===== src/bezd_pkg.sv =====
package bezd_pkg;

  // Fixed datapath widths.
  localparam int unsigned E_W        = 48;   // band energy
  localparam int unsigned S_W        = 64;   // ring sum
  localparam int unsigned Q_W        = 112;  // ring sum of squares
  localparam int unsigned P_W        = 128;  // multiplier product
  localparam int unsigned A_W        = 64;   // multiplier operand a
  localparam int unsigned CH_W       = 16;   // multiplier chunk of operand b
  localparam int unsigned N_CHUNKS   = Q_W / CH_W;
  localparam int unsigned ROOT_W     = 64;
  localparam int unsigned REM_W      = 66;
  localparam int unsigned BIN_W      = 16;
  localparam int unsigned SCORE_W    = 16;
  localparam int unsigned BAND_IDX_W = 5;
  localparam int unsigned BC_W       = 6;
  localparam int unsigned BPB_W      = 11;
  localparam int unsigned CFG_IDX_W  = 4;
  localparam int unsigned CFG_DATA_W = 11;
  localparam int unsigned STEP_W     = 6;

  localparam logic [CFG_IDX_W-1:0] REG_BAND_COUNT    = CFG_IDX_W'(0);
  localparam logic [CFG_IDX_W-1:0] REG_BINS_PER_BAND = CFG_IDX_W'(1);

  localparam logic [BC_W-1:0]  BAND_COUNT_RST    = BC_W'(8);
  localparam logic [BPB_W-1:0] BINS_PER_BAND_RST = BPB_W'(64);

  localparam logic [STEP_W-1:0] SQRT_STEPS_M1 = STEP_W'(ROOT_W - 1);
  localparam logic [STEP_W-1:0] DIV_STEPS_M1  = STEP_W'(SCORE_W - 1);

  typedef logic [4:0] op_t;

  localparam op_t OP_NONE  = 5'd0;
  localparam op_t OP_CLEAR = 5'd1;
  localparam op_t OP_LOAD  = 5'd2;
  localparam op_t OP_ACC   = 5'd3;
  localparam op_t OP_RD    = 5'd4;
  localparam op_t OP_SQ    = 5'd5;
  localparam op_t OP_QADD  = 5'd6;
  localparam op_t OP_HC    = 5'd7;
  localparam op_t OP_N     = 5'd8;
  localparam op_t OP_HQ    = 5'd9;
  localparam op_t OP_HQS   = 5'd10;
  localparam op_t OP_V     = 5'd11;
  localparam op_t OP_SQRT  = 5'd12;
  localparam op_t OP_DINIT = 5'd13;
  localparam op_t OP_DIV   = 5'd14;
  localparam op_t OP_EMIT  = 5'd15;

  typedef struct packed {
    op_t op;
  } cmd_t;

  typedef struct packed {
    logic clr_done;
    logic close;
    logic idx_last;
    logic neg;
    logic vzero;
    logic nge;
    logic mul_done;
    logic out_free;
  } sts_t;

endpackage


===== src/bezd_ctrl.sv =====
module bezd_ctrl (
  input  logic                 clk_i,
  input  logic                 rst_ni,
  input  logic                 in_valid_i,
  output logic                 in_ready_o,
  input  bezd_pkg::sts_t       sts_i,
  output bezd_pkg::cmd_t       cmd_o
);

  localparam logic [4:0] S_CLR   = 5'd0;
  localparam logic [4:0] S_IDLE  = 5'd1;
  localparam logic [4:0] S_ACC   = 5'd2;
  localparam logic [4:0] S_RD    = 5'd3;
  localparam logic [4:0] S_SQ    = 5'd4;
  localparam logic [4:0] S_SQW   = 5'd5;
  localparam logic [4:0] S_QADD  = 5'd6;
  localparam logic [4:0] S_HC    = 5'd7;
  localparam logic [4:0] S_HCW   = 5'd8;
  localparam logic [4:0] S_N     = 5'd9;
  localparam logic [4:0] S_HQ    = 5'd10;
  localparam logic [4:0] S_HQW   = 5'd11;
  localparam logic [4:0] S_HQS   = 5'd12;
  localparam logic [4:0] S_SSW   = 5'd13;
  localparam logic [4:0] S_V     = 5'd14;
  localparam logic [4:0] S_SQRT  = 5'd15;
  localparam logic [4:0] S_DINIT = 5'd16;
  localparam logic [4:0] S_DIV   = 5'd17;
  localparam logic [4:0] S_EMIT  = 5'd18;

  logic [4:0]                    state_q, state_d;
  logic [bezd_pkg::STEP_W-1:0]   step_q, step_d;

  always_comb begin
    state_d    = state_q;
    step_d     = step_q;
    cmd_o.op   = bezd_pkg::OP_NONE;
    in_ready_o = 1'b0;
    unique case (state_q)
      S_CLR: begin
        cmd_o.op = bezd_pkg::OP_CLEAR;
        if (sts_i.clr_done) state_d = S_IDLE;
      end
      S_IDLE: begin
        in_ready_o = 1'b1;
        if (in_valid_i) begin
          cmd_o.op = bezd_pkg::OP_LOAD;
          state_d  = S_ACC;
        end
      end
      S_ACC: begin
        cmd_o.op = bezd_pkg::OP_ACC;
        state_d  = sts_i.close ? S_RD : S_IDLE;
      end
      S_RD: begin
        cmd_o.op = bezd_pkg::OP_RD;
        state_d  = S_SQ;
      end
      S_SQ: begin
        cmd_o.op = bezd_pkg::OP_SQ;
        state_d  = S_SQW;
      end
      S_SQW: begin
        if (sts_i.mul_done) state_d = S_QADD;
      end
      S_QADD: begin
        cmd_o.op = bezd_pkg::OP_QADD;
        state_d  = sts_i.idx_last ? S_HC : S_RD;
      end
      S_HC: begin
        cmd_o.op = bezd_pkg::OP_HC;
        state_d  = S_HCW;
      end
      S_HCW: begin
        if (sts_i.mul_done) state_d = S_N;
      end
      S_N: begin
        cmd_o.op = bezd_pkg::OP_N;
        state_d  = sts_i.neg ? S_EMIT : S_HQ;
      end
      S_HQ: begin
        cmd_o.op = bezd_pkg::OP_HQ;
        state_d  = S_HQW;
      end
      S_HQW: begin
        if (sts_i.mul_done) state_d = S_HQS;
      end
      S_HQS: begin
        cmd_o.op = bezd_pkg::OP_HQS;
        state_d  = S_SSW;
      end
      S_SSW: begin
        if (sts_i.mul_done) state_d = S_V;
      end
      S_V: begin
        cmd_o.op = bezd_pkg::OP_V;
        step_d   = bezd_pkg::SQRT_STEPS_M1;
        state_d  = sts_i.vzero ? S_EMIT : S_SQRT;
      end
      S_SQRT: begin
        cmd_o.op = bezd_pkg::OP_SQRT;
        step_d   = step_q - 1'b1;
        if (step_q == '0) state_d = S_DINIT;
      end
      S_DINIT: begin
        cmd_o.op = bezd_pkg::OP_DINIT;
        step_d   = bezd_pkg::DIV_STEPS_M1;
        state_d  = sts_i.nge ? S_EMIT : S_DIV;
      end
      S_DIV: begin
        cmd_o.op = bezd_pkg::OP_DIV;
        step_d   = step_q - 1'b1;
        if (step_q == '0) state_d = S_EMIT;
      end
      S_EMIT: begin
        if (sts_i.out_free) begin
          cmd_o.op = bezd_pkg::OP_EMIT;
          state_d  = S_IDLE;
        end
      end
      default: state_d = S_CLR;
    endcase
  end

  always_ff @(posedge clk_i or negedge rst_ni) begin
    if (!rst_ni) begin
      state_q <= S_CLR;
      step_q  <= '0;
    end else begin
      state_q <= state_d;
      step_q  <= step_d;
    end
  end

endmodule


===== config.mk =====
export PLATFORM = sky130hd
export DESIGN_NAME = bezd_ctrl
export DESIGN_NICKNAME = d
export VERILOG_FILES = /design/src/bezd_pkg.sv /design/src/bezd_ctrl.sv
export SDC_FILE = /design/constraint.sdc
export NUM_CORES = 1
export LEC_CHECK = 0
export ABC_AREA = 1
export BUFFER_PORTS_ARGS = -buffer_cell sky130_fd_sc_hd__buf_2
export CAP_MARGIN = 5
export CORE_MARGIN = 2
export CORE_UTILIZATION = 35
export CTS_BUF_LIST = sky130_fd_sc_hd__clkbuf_8
export DETAILED_ROUTE_END_ITERATION = 8
export RECOVER_POWER = 100
export SYNTH_ARGS = -nofsm -noshare
export SYNTH_HDL_FRONTEND = slang
export SYNTH_SLANG_ARGS = --single-unit

===== constraint.sdc =====
create_clock -name clk_i -period 1.55 [get_ports clk_i]
set_input_delay 0.0775 -clock clk_i [delete_from_list [all_inputs] [get_ports clk_i]]
set_output_delay 0.0775 -clock clk_i [all_outputs]
set_load 0.02 [all_outputs]

==> metrics <==
status=finished, violations left; violated checks=negative setup slack; switching share of power=0.492; Placeable Area=3100 um2; pwr dens=1870 nW/um2; post-synthesis cell count=181; clock power share=0.080; end of the worst register-to-register path=state_q[2]$_DFFE_PN0P_; Hold Fails Final Rpt=0; post-synthesis cell type count=26; relative max-transition margin=0.585; leakage=0.970 nW; H-tree lvl count=1; WL/cell=13.3 um; CTS clk-pin slew, worst paths=50 ps; DP Worst Slack=8.49 ps; Clock Sinks=11; Final Max Slew Viols=0; Worst setup startpoint=state_q[0]$_DFFE_PN0P_; GP Congestion=1.00; Slew @ Worst Pin=622 ps; Area growth syn-to-layout=61.9%; vias in the first global route=1271; syn avg cell area=6.43 um2; largest family of logic cells by synthesized area=simple AND/OR/NAND/NOR gates; design area=1880 um2; Total GRT Usage=0.202; Crit. End Element=primary output; Min Hold Slack=243 ps; initial core utilization=0.375; dpl cells=252; Int Pwr=0.00179 W; Final Skew=4.22 ps; # IOs=17; share of layout cells above drive strength 1=0.483; most common cell after layout, fill and taps aside=nand2_1; Fill cells=288; via count=1384; die height=61.7 um; Final HPWL DP=2490 um; RR Startpoint=state_q[0]$_DFFE_PN0P_; Final Power=0.00352 W; grt total ovfl=0; Flop pwr share=0.170; startpoint types=flip-flop; CTS tree=done; Register-to-Register Path Depth=11; filler-free cell count of the finished design=278; Synthesized Nets=194; final wirelength=3700 um; register-to-register path setup slack=-20 ps; die width=61.7 um; Crit Path Category=reg -> out; DP Area=1400 um2; Seq cells post-synth=11; root buffer cell=clkbuf_8; max incr delay on CP=470 ps; drt pass-1 iters=4; Worst EP arrival=1580 ps; sequential fraction of the synthesis area=0.237; commonest cells after routing, fill and taps aside=nand2_1 (41), buf_4 (28), nand3_1 (24), inv_1 (14); critical path, cell by cell=buf_12 > nor2_8 > nand3_4 > buf_6 > nor2_4 > nor3_2 > nand4_1 > buf_4; via density per instance=4.98; slowest CP cell=dfrtp_2; max_cap viols=0; maximum VDD drop=0.963 mV; DRT antenna net count=0; antenna fix cells=0; RSZ-0062 raised after global routing=true; Synth Area in Adders=0.0215; Max Fclk=0.605 GHz; Hold WC Path Type=in -> reg; period utilization=1.07; maximum buffer depth of the clock tree=2; die area=3800 um2; # DRC=0; 1st-iter DRT viols=71; total CTS buffers=3; endpoints failing setup=6; Gate power share=0.750; first-pass GRT wire length=5660 um; Switch Pwr=0.00173 W; largest net degree at the start of global routing=12; mux contribution to synthesized area=0; Worst Setup EP=cmd_o[1]; fin crit period=1650 ps; # rows=20; Syn Std Cell Area=1160 um2; Yosys Warn Count=0; xor-xnor portion of the synthesized cell area=0.0226; setup ws final=-103 ps; Post-layout nets=248; clock latency on the worst-skew pair=240 ps; simple-gate share of the synthesized area=0.578; post-synthesis compound-gate area fraction=0.0290; Critical Path RT=1470 ps; initial antenna violation count=0; IO Port Bufs=15; Max FO, Critical Path=5
## per-layer routing
metal / part of all wire / track usage / vias up
met2: 0.51 / 0.356 / 33
met1: 0.46 / 0.257 / 657
met3: 0.032 / 0.0441 / 0
li1: - / - / 694
met4: 0 / 0.0274 / 0
met5: 0 / 0 / -
## layout make-up
cell class	instances	area, um2	share of cell area
multi-input combinational	144	951	0.505
clock inverter	1	3.75	0.00199
timing repair buffer	55	469	0.249
inverter	20	82.6	0.0438
clock buffer	3	41.3	0.0219
sequential	11	282	0.149
tap	44	55.1	0.0292
## flip-flops by register name (all words and copies together) (netlist names)
register  cells
state_q       5
step_q        6
## power groups by stage
stage               Clock (W)  Sequential, W  Combinational, W
global route         0.000304       0.000612           0.00288
CTS                  0.000288       0.000567           0.00234
finish               0.000282       0.000599           0.00264
detailed placement          0       0.000573           0.00196
global placement            0       0.000570           0.00196
floorplan                   0       0.000510           0.00137
## worst max-delay path: cells and delay by family (launching register included)
| family | cells | cell delay [ps] |
|---|---|---|
| DFF | 1 | 470 |
| and+or+nand+nor | 5 | 450 |
| buffers and inverters | 3 | 430 |
## worst min-delay path by stage
| stage | from | end | cells after the start |
|---|---|---|---|
| after floorplan | rst_ni | state_q[0]$_DFFE_PN0P_ | 0 |
| after global routing | sts_i[1] | state_q[0]$_DFFE_PN0P_ | 5 |
| after global placement | rst_ni | step_q[4]$_DFFE_PN0P_ | 1 |
| after detailed placement | rst_ni | step_q[4]$_DFFE_PN0P_ | 1 |
| final | sts_i[1] | state_q[1]$_DFFE_PN0P_ | 5 |
| after CTS | sts_i[1] | state_q[0]$_DFFE_PN0P_ | 5 |
## what timing repair did
item                                    in CTS  in global routing
hold buffers                                 1                  0
endpoints found under the setup margin       4                 12
resized for setup                           29                 40
endpoints found under the hold margin       11                  0
pin swaps                                   12                 19
setup buffers                               17                  8
## per-stage QoR
step            util  TNS, ps
6_report       0.607     -391
5_1_grt        0.607    -1370
4_1_cts        0.547     -282
3_5_place_dp   0.452        0
3_3_place_gp   0.452    -8.78
2_1_floorplan      -        0
## cells by family after synthesis
| logic type | after synthesis |
|---|---|
| AND/OR/NAND/NOR | 132 |
| buffers and inverters | 26 |
| flip-flops | 11 |
| AO/OA/AOI/OAI | 6 |
| XOR/XNOR | 3 |
| adder cells (fa/ha/maj) | 2 |
| other | 1 |
## cell usage after synthesis, drive strengths merged
| library cell | instances | share of area |
|---|---|---|
| a21oi | 3 | 0.016 |
| buf | 6 | 0.044 |
| conb | 1 | 0.0032 |
| dfrtp | 11 | 0.24 |
| ha | 2 | 0.022 |
| inv | 20 | 0.065 |
| nand2 | 53 | 0.19 |
| nand3 | 37 | 0.18 |
| nand4 | 9 | 0.048 |
| nor2 | 30 | 0.15 |
| nor3 | 2 | 0.0086 |
| o21ai | 3 | 0.013 |
| or2 | 1 | 0.0054 |
| xor2 | 3 | 0.023 |
Note: power is estimated with default switching activity, not from simulation.
